## config.mk

```make
export PLATFORM = sky130hd
export DESIGN_NAME = cbv_cell
export DESIGN_NICKNAME = d
export VERILOG_FILES = /design/src/design/cbv_pkg.sv /design/src/design/cbv_cell.sv
export SDC_FILE = /design/constraint.sdc
export NUM_CORES = 1
export LEC_CHECK = 0
export BUFFER_PORTS_ARGS = -buffer_cell sky130_fd_sc_hd__buf_2
export CORE_AREA = 10 10 195 197
export DETAILED_ROUTE_END_ITERATION = 10
export DIE_AREA = 0 0 205 207
export PLACE_DENSITY = 0.7
export SYNTH_ARGS = -nofsm -noshare
export SYNTH_HDL_FRONTEND = slang
export SYNTH_SLANG_ARGS = --single-unit
```

## constraint.sdc

```tcl
create_clock -name clk -period 0.8 [get_ports clk]
set_input_delay 0.16 -clock clk [delete_from_list [all_inputs] [get_ports clk]]
set_output_delay 0.16 -clock clk [all_outputs]
set_load 0.005 [all_outputs]
```

## src/design/cbv_pkg.sv

```systemverilog
// ----------------------------------------------------------------------------
// cbv_pkg: shared types and constants for the clockwise bearing block
// Payload structs, the CORDIC stage record and the arctangent table.
// ----------------------------------------------------------------------------
package cbv_pkg;

    localparam int COORD_WIDTH      = 16;
    localparam int ANGLE_WIDTH      = 16;
    localparam int CORDIC_STEPS_DEF = 16;
    localparam int CORDIC_STEPS_MAX = 32;

    // coordinates enter the datapath scaled by 2^(60 - COORD_WIDTH)
    localparam int SCALE_SHIFT = 60 - COORD_WIDTH;
    // worst-case CORDIC growth stays below 2^61, plus the sign
    localparam int XW          = 63;

    localparam int PADDR_WIDTH = 3;

    // register index, taken from paddr[2]
    localparam logic REG_SCREEN_MODE = 1'b0;

    typedef struct packed {
        logic signed [COORD_WIDTH-1:0] dx;
        logic signed [COORD_WIDTH-1:0] dy;
    } request_t;

    typedef struct packed {
        logic [ANGLE_WIDTH-1:0] bearing;
        logic                   zero_vector;
    } result_t;

    typedef struct packed {
        logic                 valid;
        logic                 zero;
        logic signed [XW-1:0] x;
        logic signed [XW-1:0] y;
        logic [31:0]          z;
    } stage_t;

    // atan(2^-i) in units of 2^-32 turn
    function automatic logic [31:0] atan_turn(input logic [4:0] idx);
        logic [31:0] a;
        case (idx)
            5'd0:    a = 32'h2000_0000;
            5'd1:    a = 32'h12E4_051E;
            5'd2:    a = 32'h09FB_385B;
            5'd3:    a = 32'h0511_11D4;
            5'd4:    a = 32'h028B_0D43;
            5'd5:    a = 32'h0145_D7E1;
            5'd6:    a = 32'h00A2_F61E;
            5'd7:    a = 32'h0051_7C55;
            5'd8:    a = 32'h0028_BE53;
            5'd9:    a = 32'h0014_5F2F;
            5'd10:   a = 32'h000A_2F98;
            5'd11:   a = 32'h0005_17CC;
            5'd12:   a = 32'h0002_8BE6;
            5'd13:   a = 32'h0001_45F3;
            5'd14:   a = 32'h0000_A2FA;
            5'd15:   a = 32'h0000_517D;
            5'd16:   a = 32'h0000_28BE;
            5'd17:   a = 32'h0000_145F;
            5'd18:   a = 32'h0000_0A30;
            5'd19:   a = 32'h0000_0518;
            5'd20:   a = 32'h0000_028C;
            5'd21:   a = 32'h0000_0146;
            5'd22:   a = 32'h0000_00A3;
            5'd23:   a = 32'h0000_0051;
            5'd24:   a = 32'h0000_0029;
            5'd25:   a = 32'h0000_0014;
            5'd26:   a = 32'h0000_000A;
            5'd27:   a = 32'h0000_0005;
            5'd28:   a = 32'h0000_0003;
            5'd29:   a = 32'h0000_0001;
            5'd30:   a = 32'h0000_0001;
            default: a = 32'h0000_0000;
        endcase
        return a;
    endfunction

endpackage

```

## src/design/cbv_cell.sv

```systemverilog
// ----------------------------------------------------------------------------
// cbv_cell: one CORDIC vectoring step
// Rotates the vector toward the up axis by atan(2^-STEP) and accumulates
// the angle, then hands the record to the next cell.
// ----------------------------------------------------------------------------
module cbv_cell
    import cbv_pkg::*;
#(
    parameter int STEP = 0
)
(
    input  logic   clk,
    input  logic   rst_n,
    input  stage_t stage_in,
    output stage_t stage_out
);

    logic signed [XW-1:0] x_cur;
    logic signed [XW-1:0] y_cur;
    logic signed [XW-1:0] x_shift;
    logic signed [XW-1:0] y_shift;
    logic [31:0]          angle;
    stage_t               stage_reg;
    stage_t               stage_next;

    always_comb
    begin
        x_cur   = stage_in.x;
        y_cur   = stage_in.y;
        // arithmetic shift floors toward minus infinity
        x_shift = x_cur >>> STEP;
        y_shift = y_cur >>> STEP;
        angle   = atan_turn(5'(STEP));

        stage_next.valid = stage_in.valid;
        stage_next.zero  = stage_in.zero;
        if (!y_cur[XW-1])
        begin
            stage_next.x = x_cur + y_shift;
            stage_next.y = y_cur - x_shift;
            stage_next.z = stage_in.z + angle;
        end
        else
        begin
            stage_next.x = x_cur - y_shift;
            stage_next.y = y_cur + x_shift;
            stage_next.z = stage_in.z - angle;
        end
    end

    always_ff @(posedge clk or negedge rst_n)
    begin
        if (!rst_n)
        begin
            stage_reg <= '0;
        end
        else
        begin
            stage_reg <= stage_next;
        end
    end

    assign stage_out = stage_reg;

endmodule

```

==> flow_summary.ini, run 1 <==
[outcome]
status = did not finish
failing_step = global routing
error_message = [ERROR GRT-0232] Routing congestion too high. Check the congestion heatmap in the GUI.

[floorplan]
die_x_um = 205
io_pins = 322
initial_core_util_pct = 47.2
rows = 68
die_h_um = 207

[yosys]
ys.flop_type = dfrtp_1
netlist_area_um2 = 16100
synth-warning-count = 0
avgSynthCellArea_um2 = 7.80
synth_cells = 2062
synthArstFlopShare_pct = 100
ys_types = 74
synth_edf_count = 0
synth_seq_area_share_pct = 24.7
yosys_register_bits = 159
syn_nets = 2430

[clock_tree]
clk_path_buf_depth = 2
cts_max_level = 4
cts_root_buf = clkbuf_16
numCtsBuffers = 17
clock-sinks = 159

[placement]
hpwl_um = 66800
gp_congestion = 1.06
io_buffers = 321

[sta]
worstEpCategory = sequential cell input
worst_endpoint = stage_out[151]$_DFF_PN0_/D

[global_route]
overflow = 7
grt_use_total_pct = 61.0
grt_max_degree = 48
Yosys cell counts, drive strengths merged, types with 6 or more instances:
cell / n / area, µm²
a2111oi: 7 / 67.6
a211oi: 29 / 218
a21boi: 8 / 60.1
a21o: 47 / 353
a21oi: 267 / 1340
a221oi: 11 / 96.3
a22oi: 6 / 45.0
a31oi: 19 / 119
and2: 8 / 50.1
and4: 8 / 70.1
buf: 32 / 141
clkbuf: 63 / 236
dfrtp: 159 / 3980
ha: 202 / 2530
inv: 205 / 769
mux2i: 26 / 260
nand2: 136 / 510
nand2b: 13 / 81.3
nand3: 33 / 165
nand3b: 8 / 60.1
nand4: 35 / 219
nor2: 142 / 533
nor2b: 13 / 81.3
nor3: 53 / 265
nor4: 38 / 244
o211ai: 20 / 150
o21a: 12 / 90.1
o21ai: 157 / 786
o21bai: 47 / 353
o221ai: 9 / 78.8
o311ai: 6 / 60.1
o31ai: 31 / 233
or2: 7 / 43.8
or3: 9 / 56.3
or4: 7 / 52.6
xnor2: 110 / 963
xor2: 9 / 78.8
repair_timing:
action                     4_1_cts
gates cloned                     0
setup buffers                  102
pin swaps                      262
hold buffers                    34
hold endpoints to repair       194
resized for setup              603
setup endpoints to repair      285
per-layer routing:
| metal | GRT overflow | global-route usage (%) |
|---|---|---|
| met1 | 0 | 59.9 |
| met2 | 3 | 81.9 |
| met3 | 1 | 41.9 |
| met4 | 3 | 58.9 |
| met5 | 0 | 10.2 |
through the flow:
stage / util (%) / area [µm²] / setup slack, ns / TNS (ns) / instances
floorplan: - / 16900 / -1.93 / -168.87 / 2062
global placement: 74.1 / 25300 / -2.81 / -257.41 / 3635
detailed placement: 74.1 / 25300 / -2.88 / -260.69 / 3635
CTS: 86.5 / 29500 / -1.89 / -225.04 / 3783
cell families after synthesis:
kind of cell	count (synthesis)	share of synthesized area, %
xor gates and xnor gates	119	6.48
AOI/OAI and AO/OA	729	28.2
DFF	159	24.7
adders and majority gates	206	16.2
buffers and inverters	304	7.22
muxes	27	1.69
and+or+nand+nor	518	15.5
==> run 2, diff against run 1 <==
CORE_AREA = 10 10 232 234   (was 10 10 195 197)
DIE_AREA = 0 0 242 244   (was 0 0 205 207)
PLACE_DENSITY = not set   (was 0.7)
PLACE_DENSITY_LB_ADDON = 0.15   (was not set)
==> run 2 against run 1 <==
  * The flow now finishes, with violations (negative setup slack)
  * Synthesized cell count unchanged
  * Synthesized area unchanged
==> flow_summary.ini, run 2 <==
[sta]
tns_ns = -232.81
hold_viol = 0
slew_viol_final = 0
finalCritPeriodShare_pct = 340
period_needed_ns = 2.72
maxSlewHeadroom_pct = 44.6
rsz0062_at_grt = yes
fmax_mhz = 368
worst_slack_ns = -1.92
worst_slew_pin_slew_ns = 0.823
setup_viol = 282

[global_route]
grt_pass1_vias = 21500
overflow = 0
grt_pass1_wl_um = 128000
grt_use_total_pct = 27.7
antenna_found_initial = 8
grt_max_degree = 56

[placement]
place_ws_ns = -2.97
dpl.cell_count = 3866
hpwl_um = 69200
io_buffers = 321
gp_congestion = 1.00

[detailed_routing]
drt_iter0_drc = 1983
dr.pass1.iters = 6
wl_um = 85900
vias_per_cell = 5.24
num_vias = 21200
antenna_left = 0
wl_per_cell_um = 21.2
remaining_drc_errors = 0

[critical_path]
cp_max_fo = 5
cp.required_ns = 1.19
endpoint_kind = flop
critPathSlowestCell = o31a_1
crit_type = in -> reg
path_cells = buf_8, buf_12, inv_12, ha_4, buf_12, or2_4, or3_1, o221ai_2, o21ai_4, o2111a_2, o31a_1, o31a_1, o311ai_2, o21ai_1, xnor2_1
cp-startpoint = stage_in[43]
cp-start-kind = input pin
arrival_ns = 3.11
cpPeakStageDelay_ns = 0.34

[outcome]
status = complete, but fails checks
violations = negative setup slack

[finish]
final_common_cell = buf_4
multi_input_area_um2 = 14300
seqCellArea_um2 = 3980
largest_reg_flops = 159
final_layout_size_suffix_gt1_share_pct = 55.6
nets = 3724
fillCellCount = 4344
final_cell_mix = buf_4, buf_2, inv_1, a21oi_1, ha_1
final_cells = 4045
areaGrowthSynthToFinish_pct = 92.2

[yosys]
synthMuxAreaShare_pct = 1.69
ys.flop_type = dfrtp_1
netlist_area_um2 = 16100
avgSynthCellArea_um2 = 7.80
ys_top_cells_by_count = a21oi_1, inv_1, ha_1
ys_types = 74
synth-adder-area-share_pct = 16.2
synth_cells = 2062
yosys_register_bits = 159
synth_top_family_by_area = compound AO/OA/AOI/OAI gates
synthArstFlopShare_pct = 100
syn_nets = 2430
synth-warning-count = 0
synth_edf_count = 0
synth_top_area_share_pct = 24.7
synth.most_common_cell = a21oi_1
synth_area_leaders = dfrtp_1, ha_1, a21oi_1, xnor2_1, inv_1
synth_seq_area_share_pct = 24.7
synth_area_leader_cell = dfrtp_1
synth_xor_area_share_pct = 6.48
yosys.area_share.simple_pct = 15.5
synth_compound_area_share_pct = 28.2

[power_and_ir_drop]
clkPwrFrac_pct = 19.5
p_per_area_nw_per_um2 = 1390
p_leak_uw = 0.0148
p_sw_share_pct = 40.0
irDropWorstVdd_mv = 1.29
switchingPower_uw = 17200
p_int_uw = 25800
pwr-share-seq_pct = 23.9
power_frac_comb_pct = 56.5

[clock_tree]
clk_pin_slew_ns = 0.07
numCtsBuffers = 17
clk_path_buf_depth = 2
clock-sinks = 159
cts_max_level = 4
cts_root_buf = clkbuf_16
cts_tree = yes

[floorplan]
die_h_um = 244
rows = 82
die_x_um = 242
initial_core_util_pct = 32.5
core_um2 = 49500
die_area_um2 = 59000
io_pins = 322

[hold_path]
hold_path_class = in -> async

[flow_run]
drv_cap = 0
[run 2: cell counts after synthesis]
No cell type changed its count.
[run 2: final timing paths]
check                      slack, ns             end
setup / recovery               -1.92   stage_out[88]
hold / removal                  0.02   stage_out[14]
min in group clk                0.06   stage_out[83]
max in group asynchronous       0.21  stage_out[110]
[run 2: layer usage]
layer | global-route usage, % | vias to the layer above | wire, µm
li1 | - | 9936 | -
met1 | 36.5 | 10400 | 37500
met2 | 46.1 | 750 | 40800
met3 | 4.56 | 127 | 5310
met4 | 7.56 | 8 | 2260
met5 | 0 | - | 68
[run 2: cell families after synthesis]
family                     after synthesis
muxes                                   27
adders and majority gates              206
xor gates and xnor gates               119
AOI/OAI and AO/OA                      729
buffers and inverters                  304
and+or+nand+nor                        518
DFF                                    159
[run 2: timing repair]
item,CTS,global route
gates cloned,1,1
hold buffers,37,0
setup buffers,75,56
resized for setup,383,400
endpoints found under the hold margin,195,0
setup endpoints to repair,283,287
pin swaps,151,214
[run 2: cell type report]
cell class	instances	share of cell area (%)
Antenna cell	4	0.0324
Clock buffer	18	1.42
Clock inverter	14	0.397
Inverter	209	2.72
Multi-Input combinational cell	1599	46.1
Sequential cell	159	12.9
Tap cell	672	2.72
Timing Repair Buffer	1370	33.7
[run 2: worst max-delay path, delay by kind of cell]
family	cells	cell delay, ns
xor gates and xnor gates	1	0.14
AOI/OAI and AO/OA	7	1.66
adders and majority gates	1	0.20
buffers and inverters	4	0.39
and+or+nand+nor	2	0.55
[run 2: power by group through the flow]
stage               logic (µW)  clock network [µW]  registers [µW]
global route             25800                8870           10400
global placement         19300                   0           10400
floorplan                 8110                   0           10400
finish                   24300                8380           10300
CTS                      21700                8600           10300
detailed placement       19400                   0           10400
[run 2: metrics by stage]
stage,area [µm²],hold slack [ns],total power (µW),utilization (%)
floorplan,16900,-0.136,18500,-
finish,30900,0.0241,42900,62.5
global placement,25700,-0.0423,29700,52.0
detailed placement,25700,-0.0408,29800,52.0
global route,30900,0.0288,45000,62.5
CTS,28900,0.0555,40600,58.4
Note: power is estimated with default switching activity, not from simulation.
