### src/design/cbv_pkg.sv
// ----------------------------------------------------------------------------
// cbv_pkg: shared types and constants for the clockwise bearing block
// Payload structs, the CORDIC stage record and the arctangent table.
// ----------------------------------------------------------------------------
package cbv_pkg;

    localparam int COORD_WIDTH      = 16;
    localparam int ANGLE_WIDTH      = 16;
    localparam int CORDIC_STEPS_DEF = 16;
    localparam int CORDIC_STEPS_MAX = 32;

    // coordinates enter the datapath scaled by 2^(60 - COORD_WIDTH)
    localparam int SCALE_SHIFT = 60 - COORD_WIDTH;
    // worst-case CORDIC growth stays below 2^61, plus the sign
    localparam int XW          = 63;

    localparam int PADDR_WIDTH = 3;

    // register index, taken from paddr[2]
    localparam logic REG_SCREEN_MODE = 1'b0;

    typedef struct packed {
        logic signed [COORD_WIDTH-1:0] dx;
        logic signed [COORD_WIDTH-1:0] dy;
    } request_t;

    typedef struct packed {
        logic [ANGLE_WIDTH-1:0] bearing;
        logic                   zero_vector;
    } result_t;

    typedef struct packed {
        logic                 valid;
        logic                 zero;
        logic signed [XW-1:0] x;
        logic signed [XW-1:0] y;
        logic [31:0]          z;
    } stage_t;

    // atan(2^-i) in units of 2^-32 turn
    function automatic logic [31:0] atan_turn(input logic [4:0] idx);
        logic [31:0] a;
        case (idx)
            5'd0:    a = 32'h2000_0000;
            5'd1:    a = 32'h12E4_051E;
            5'd2:    a = 32'h09FB_385B;
            5'd3:    a = 32'h0511_11D4;
            5'd4:    a = 32'h028B_0D43;
            5'd5:    a = 32'h0145_D7E1;
            5'd6:    a = 32'h00A2_F61E;
            5'd7:    a = 32'h0051_7C55;
            5'd8:    a = 32'h0028_BE53;
            5'd9:    a = 32'h0014_5F2F;
            5'd10:   a = 32'h000A_2F98;
            5'd11:   a = 32'h0005_17CC;
            5'd12:   a = 32'h0002_8BE6;
            5'd13:   a = 32'h0001_45F3;
            5'd14:   a = 32'h0000_A2FA;
            5'd15:   a = 32'h0000_517D;
            5'd16:   a = 32'h0000_28BE;
            5'd17:   a = 32'h0000_145F;
            5'd18:   a = 32'h0000_0A30;
            5'd19:   a = 32'h0000_0518;
            5'd20:   a = 32'h0000_028C;
            5'd21:   a = 32'h0000_0146;
            5'd22:   a = 32'h0000_00A3;
            5'd23:   a = 32'h0000_0051;
            5'd24:   a = 32'h0000_0029;
            5'd25:   a = 32'h0000_0014;
            5'd26:   a = 32'h0000_000A;
            5'd27:   a = 32'h0000_0005;
            5'd28:   a = 32'h0000_0003;
            5'd29:   a = 32'h0000_0001;
            5'd30:   a = 32'h0000_0001;
            default: a = 32'h0000_0000;
        endcase
        return a;
    endfunction

endpackage

### src/design/cbv_round.sv
// ----------------------------------------------------------------------------
// cbv_round: output rounding and result register
// Rounds the turn accumulator to the bearing width, half up, wrapping a
// full turn to zero, and forces zero for the zero vector.
// ----------------------------------------------------------------------------
module cbv_round
    import cbv_pkg::*;
(
    input  logic    clk,
    input  logic    rst_n,
    input  stage_t  stage_in,
    output logic    done,
    output result_t result
);

    logic [31:0] z_round;
    logic        done_reg;
    result_t     result_reg;
    result_t     result_next;

    generate
        if (ANGLE_WIDTH < 32)
        begin : g_round
            assign z_round = stage_in.z + (32'd1 << (31 - ANGLE_WIDTH));
        end
        else
        begin : g_exact
            assign z_round = stage_in.z;
        end
    endgenerate

    always_comb
    begin
        result_next.zero_vector = stage_in.zero;
        result_next.bearing     = stage_in.zero ? '0 : z_round[31 -: ANGLE_WIDTH];
    end

    always_ff @(posedge clk or negedge rst_n)
    begin
        if (!rst_n)
        begin
            done_reg <= 1'b0;
        end
        else
        begin
            done_reg <= stage_in.valid;
        end
    end

    always_ff @(posedge clk)
    begin
        result_reg <= result_next;
    end

    assign done   = done_reg;
    assign result = result_reg;

endmodule

### config.mk
export PLATFORM = sky130hd
export DESIGN_NAME = cbv_round
export DESIGN_NICKNAME = d
export VERILOG_FILES = /design/src/design/cbv_pkg.sv /design/src/design/cbv_round.sv
export SDC_FILE = /design/constraint.sdc
export NUM_CORES = 1
export LEC_CHECK = 0
export ABC_AREA = 1
export CORE_AREA = 2 2 70 72
export CTS_CLUSTER_SIZE = 8
export DETAILED_ROUTE_END_ITERATION = 8
export DIE_AREA = 0 0 72 74
export DONT_BUFFER_PORTS = 1
export GPL_TIMING_DRIVEN = 0
export PLACE_DENSITY = 0.3
export SLEW_MARGIN = 10
export SYNTH_ARGS = -nofsm -noshare
export SYNTH_HDL_FRONTEND = slang
export SYNTH_SLANG_ARGS = --single-unit
### constraint.sdc
create_clock -name clk -period 1 [get_ports clk]
set_clock_uncertainty 0.15 [all_clocks]
set_input_delay 0.2 -clock clk [delete_from_list [all_inputs] [get_ports clk]]
set_output_delay 0.2 -clock clk [all_outputs]
set_load 0.02 [all_outputs]
======== After elaboration in Yosys (flattened, before gate mapping) ========
Cells that the tools add are included.
word-level totals
  register bits ........................... 18
  word-level logic and storage cells ...... 4
operators by class
  add/sub/neg operators ................... 1
operators with widths
  kind                      number
  $add A32 B16 Y32 const B  1

======== Logic depth before layout (Yosys ltp) ========
Gate-level depths: netlist (run 1).
  depth after elaboration ................. 1
  depth in mapped cells ................... 7

======== Worst setup path after synthesis (run 1) ========
OpenSTA, ideal clock, no wires.
  kind .................................... input to register
  start point ............................. input port stage_in[15] (netlist bit)
  end point ............................... register result_reg, in the netlist result[10]
  library setup time ...................... 0.116 ns
  data arrival time ....................... 0.845 ns
  setup slack ............................. -0.111 ns
  stages .................................. 6
  required time ........................... 0.734 ns
  buffers on the path ..................... 0
  path through ............................ ha_1 -> nand3_1 -> nor2_1 -> nand3_1 -> nand2_1 -> nor2_1
on the way
  longest elaborated chain between the ends .. 1
RTL lines
  item                  RTL line         source
  from (decl)           cbv_round.sv:11  input stage_t stage_in,
  $add A32 B16 Y32      cbv_round.sv:24  assign z_round = stage_in.z + (32'd1 << (31 - ANGLE_WIDTH));
  to (signal assigned)  cbv_round.sv:52  result_reg <= result_next;
  to (decl)             cbv_round.sv:18  result_t result_reg;
No other way between the ends.
A chain may end at the register's enable or synchronous reset.

======== Worst setup path after layout (run 1) ========
  start point ............................. register done_reg (netlist: done)
  end point ............................... output port done
RTL lines
  item                    RTL line         source
  from (decl)             cbv_round.sv:17  logic done_reg;
  from (signal assigned)  cbv_round.sv:46  done_reg <= stage_in.valid;
  to (decl)               cbv_round.sv:12  output logic done,
No word-level cell between the ends.

==> impl_metrics.tcl, run 1 <==
set metrics [dict create \
    pre_cts_ws_ns -0.205 \
    hold_path_class "in -> reg" \
    cp-start-kind "flip-flop" \
    tns_ns -0.0449 \
    post-route-drc-count 0 \
    nets 312 \
    vias 849 \
    drt_iter0_drc 13 \
    ir_drop_mv 0.336 \
    antenna_found_initial 0 \
    cts_buffers 3 \
    dpl.cell_count 181 \
    hold_viol 1 \
    drive_gt1_share_pct 23.6 \
    placementRows 25 \
    path_max_fanout 1 \
    min_to "result[2]" \
    required_ns 0.65 \
    timing.fmax_ghz 0.957 \
    synth_cells 127 \
    yosys_warnings 0 \
    pin_count 180 \
    async_flop_share_pct 5.56 \
    antenna_left 0 \
    start_util_pct 18.3 \
    core_area_sq_um 4600 \
    routedWlPerCell_um 12.5 \
    die-area_sq_um 5330 \
    setup_viol 1 \
    layout_common_cells "nand2_1 (33), nor2_1 (28), inv_1 (15), dfxtp_4 (15), dlygate4sd3_1 (13)" \
    layout_commonest_cell "nand2_1" \
    layoutNonFillerInstCount 202 \
    dieHeight_um 74 \
    area_delta_synth_final_pct 47.9 \
    ys_seq_area_share_pct 43.3 \
    syn_area_sq_um 843 \
    grt_pass1_vias 911 \
    whs_ns -0.0422 \
    finalInstanceArea_sq_um 1250 \
    powerDensity_nw_per_um2 1230 \
    worst_setup_path_end_kind "output pin" \
    cp.arrival_ns 0.69 \
    htree_levels 1 \
    grt_first_pass_wirelength_mm 4.16 \
    worst_pin_slew_ns 0.271 \
    die_w_um 72 \
    holdPathStages 2 \
    gp_congestion 0.814 \
    layout_min_cycle_time_ns 1.04 \
    cellLeakagePower_nw 0.575 \
    synth_flop_cell "dfxtp_1" \
    clk_path_buf_depth 2 \
    clock-sinks 18 \
    cap_violations 0 \
    fill_cells 492 \
    path_class "reg -> out" \
    grt_start_max_net_pins 11 \
    grt_usage_pct 10.3 \
    fin_crit_sh_pct 104 \
    synthDistinctLibCells 19 \
    wl_mm 2.52 \
    cts_tree "yes" \
    slew_headroom_pct 81.9 \
    path_depth 0 \
    drtPass1Iterations 4 \
    drv_slew 0 \
    rsz0062_at_grt "true" \
    synth-edff-count 0 \
    vias_per_cell 4.20 \
    placed_area_sq_um 936 \
    fin_ws_ns -0.0449 \
    ctsRootBufferMaster "clkbuf_8" \
    clkTransAtPathRegs_ns 0.07 \
    hold_path.startpoint "stage_in[17]" \
    ys_ff_latch 18 \
    grt.overflow.total 0 \
    diodes 0 \
    postCtsHoldBufs 16 \
    largest_reg_flops 17 \
    multi_input_area_sq_um 465 \
    io_buffers 0 \
    violations "hold timing, setup timing" \
    syn-num-nets 290 \
    dp_hpwl_mm 1.88 \
    status "complete, but fails checks" \
    seqCellArea_sq_um 425 \
    avgSynthCellArea_sq_um 6.64 \
]
-- per-layer routing --
layer | vias to the layer above | global-route usage [%] | wire length, um
li1 | 434 | - | -
met1 | 386 | 12.2 | 1150
met2 | 25 | 17.3 | 1170
met3 | 4 | 3.25 | 169
met4 | 0 | 4.40 | 32
met5 | - | 0 | 0
-- timing repair --
item                                   in CTS  in global routing
buffers inserted                            0                  1
pin swaps                                   0                  6
setup endpoints to repair                  18                 17
endpoints found under the hold margin      17                  1
gates resized for setup                    26                 17
-- synth_stat cells, types with 2 or more instances --
master / count / area share [%]
a21oi_1: 4 / 2.4
nor2_1: 30 / 13
o21bai_1: 4 / 3.6
nand2_1: 35 / 16
nand3_1: 7 / 4.2
o21ai_0: 2 / 1.2
dfxtp_1: 17 / 40
inv_1: 15 / 6.7
nor2_2: 3 / 2.2
-- kinds of logic (layout without fill, tap and decap cells) --
family	Yosys count	after routing	share of synthesized area (%)
compound gates	13	13	9.65
xor+xnor	1	1	1.04
fa+ha+maj	1	1	1.48
buf+inv	17	38	7.71
flops	18	18	43.3
simple gates	77	77	36.8
-- area by class of cell --
| class | instances | area share [%] |
|---|---|---|
| tap | 54 | 5.42 |
| clock buffer | 4 | 3.61 |
| sequential | 18 | 34.1 |
| multi-input combinational | 92 | 37.3 |
| inverter | 16 | 5.12 |
| timing repair buffer | 17 | 14.0 |
| buffer | 1 | 0.401 |
-- through the flow --
step,hold WS [ns],power [mW],utilization (%)
after CTS,-0.0718,1.59,25.8
final,-0.0422,1.54,27.1
after global routing,-0.0393,1.64,27.1
after floorplan,-0.246,0.946,-
after global placement,-0.246,0.976,20.4
after detailed placement,-0.246,0.976,20.4
-- worst max-delay path by stage --
stage                   from    endpoint  slack, ns
2_1_floorplan   stage_in[15]  result[10]      -0.03
3_3_place_gp   stage_in[158]   result[3]      -0.22
3_5_place_dp   stage_in[158]   result[8]      -0.20
4_1_cts                 done        done      -0.06
5_1_grt                 done        done      -0.07
6_report                done        done      -0.04
-- report_power, final --
group | internal [mW] | switching [mW]
combinational | 0.0980 | 0.0984
clock | 0.283 | 0.243
sequential | 0.748 | 0.0679
total | 1.13 | 0.410
Power figures use the tool's default switching activity.
==> run 2, diff against run 1 <==
clock period = 1.3 ns   (was 1 ns; I/O delays follow)
==> run 2 against run 1 <==
Against the previous run:
- the flow finishes with violations (hold timing)
- via count is 9.8% lower
- clock-buffer cell count stayed put
- critical path depth stayed put
==> impl_metrics.tcl, run 2 (synthesis results as in run 1) <==
set metrics [dict create \
    ir_drop_mv 0.372 \
    antenna_found_initial 0 \
    cellLeakagePower_nw 0.497 \
    drv_slew 0 \
    whs_ns -0.00372 \
    drt-met1-wl_mm 1.11 \
    die_w_um 72 \
    total_power_mw 1.25 \
    wl_met3_um 238 \
    worst_setup_path_end_kind "output pin" \
    grt_first_pass_wirelength_mm 3.93 \
    clk_path_buf_depth 2 \
    grt_pass1_vias 813 \
    wl_mm 2.51 \
    clkTransAtPathRegs_ns 0.08 \
    clock-sinks 18 \
    hold_path_class "in -> reg" \
    cts_tree "yes" \
    layout_commonest_cell "nand2_1" \
    nets 305 \
    fill_cells 515 \
    htree_levels 1 \
    fin_crit_sh_pct 85.9 \
    grt.overflow.total 0 \
    path_max_fanout 1 \
    core_area_sq_um 4600 \
    area_delta_synth_final_pct 26.4 \
    gp_congestion 0.793 \
    powerDensity_nw_per_um2 1170 \
    violations "hold timing" \
    io_buffers 0 \
    setup_viol 0 \
    grt_usage_pct 10.1 \
    critPathLaunch "done" \
    post-route-drc-count 0 \
    worst_pin_slew_ns 0.316 \
    timing.fmax_ghz 0.896 \
    largest_reg_flops 17 \
    drive_gt1_share_pct 6.38 \
    cts_buffers 3 \
    pin_count 180 \
    holdPathStages 2 \
    diodes 0 \
    multi_input_area_sq_um 413 \
    vias_per_cell 3.93 \
    hold_viol 2 \
    layout_min_cycle_time_ns 1.12 \
    cp.arrival_ns 0.71 \
    cap_violations 0 \
    seqCellArea_sq_um 365 \
    min_to "result[14]" \
    antenna_left 0 \
    placementRows 25 \
    drtPass1Iterations 4 \
    start_util_pct 18.3 \
    dp_hpwl_mm 1.89 \
    top_layer "met4" \
    dieHeight_um 74 \
    wl_met2_mm 1.11 \
    status "complete, but fails checks" \
    pre_cts_ws_ns -0.0980 \
    hold_path.startpoint "stage_in[29]" \
    slew_headroom_pct 78.9 \
    required_ns 0.89 \
    ctsRootBufferMaster "clkbuf_8" \
    layout_common_cells "nand2_1 (35), nor2_1 (30), dfxtp_1 (17)" \
    routedWlPerCell_um 12.9 \
    die-area_sq_um 5330 \
    path_class "reg -> out" \
    fin_util_pct 23.2 \
    rsz0062_at_grt "false" \
    cp-start-kind "flip-flop" \
    drt_iter0_drc 15 \
    vias 766 \
    grt_start_max_net_pins 11 \
    fin_ws_ns 0.184 \
]
[run 2: cell count changes in the layout (fill, tap and decap cells not counted), sizes merged]
cell	before	now
clkinvlp	1	0
clkinv	0	1
dlymetal6s4s	3	0
dlygate4sd3	13	10
buf	2	1
[run 2: stage by stage]
| stage | std cells | instance area (sq um) | setup TNS, ns | hold slack, ns |
|---|---|---|---|---|
| 2_1_floorplan | 127 | 843 | 0 | -0.186 |
| 3_3_place_gp | 181 | 911 | -0.253 | -0.186 |
| 3_5_place_dp | 181 | 911 | -0.292 | -0.186 |
| 4_1_cts | 195 | 1070 | 0 | 0.00205 |
| 5_1_grt | 195 | 1070 | 0 | 0.0104 |
| 6_report | 195 | 1070 | 0 | -0.00372 |
[run 2: area by class of cell]
type,count,area share (%)
Multi-Input combinational cell,92,38.7
Sequential cell,18,34.3
Timing Repair Buffer,10,9.39
Tap cell,54,6.34
Inverter,16,5.63
Clock buffer,4,5.16
Buffer,1,0.469
[run 2: routing by layer]
layer | global-route usage, % | up-vias
met3 | 3.93 | 4
met1 | 11.8 | 316
met5 | 0 | -
li1 | - | 421
met2 | 15.9 | 25
met4 | 5.66 | 0
[run 2: worst max path at each step]
| stage | slack (ns) | end | cells past startpoint |
|---|---|---|---|
| 3_5_place_dp | -0.1 | result[16] | 6 |
| 2_1_floorplan | 0.13 | result[10] | 6 |
| 6_report | 0.18 | done | 0 |
| 5_1_grt | 0.15 | result[12] | 6 |
| 3_3_place_gp | -0.09 | result[10] | 6 |
| 4_1_cts | 0.17 | done | 0 |
[run 2: power by group]
part           internal, mW  switching (mW)
Clock                 0.270           0.221
Combinational        0.0554          0.0646
Sequential            0.584          0.0519
Total                 0.910           0.337
[run 2: timing repair]
action,in CTS,in global routing
hold buffers,10,0
endpoints found under the hold margin,10,0
setup buffers,0,0
gates resized for setup,0,0
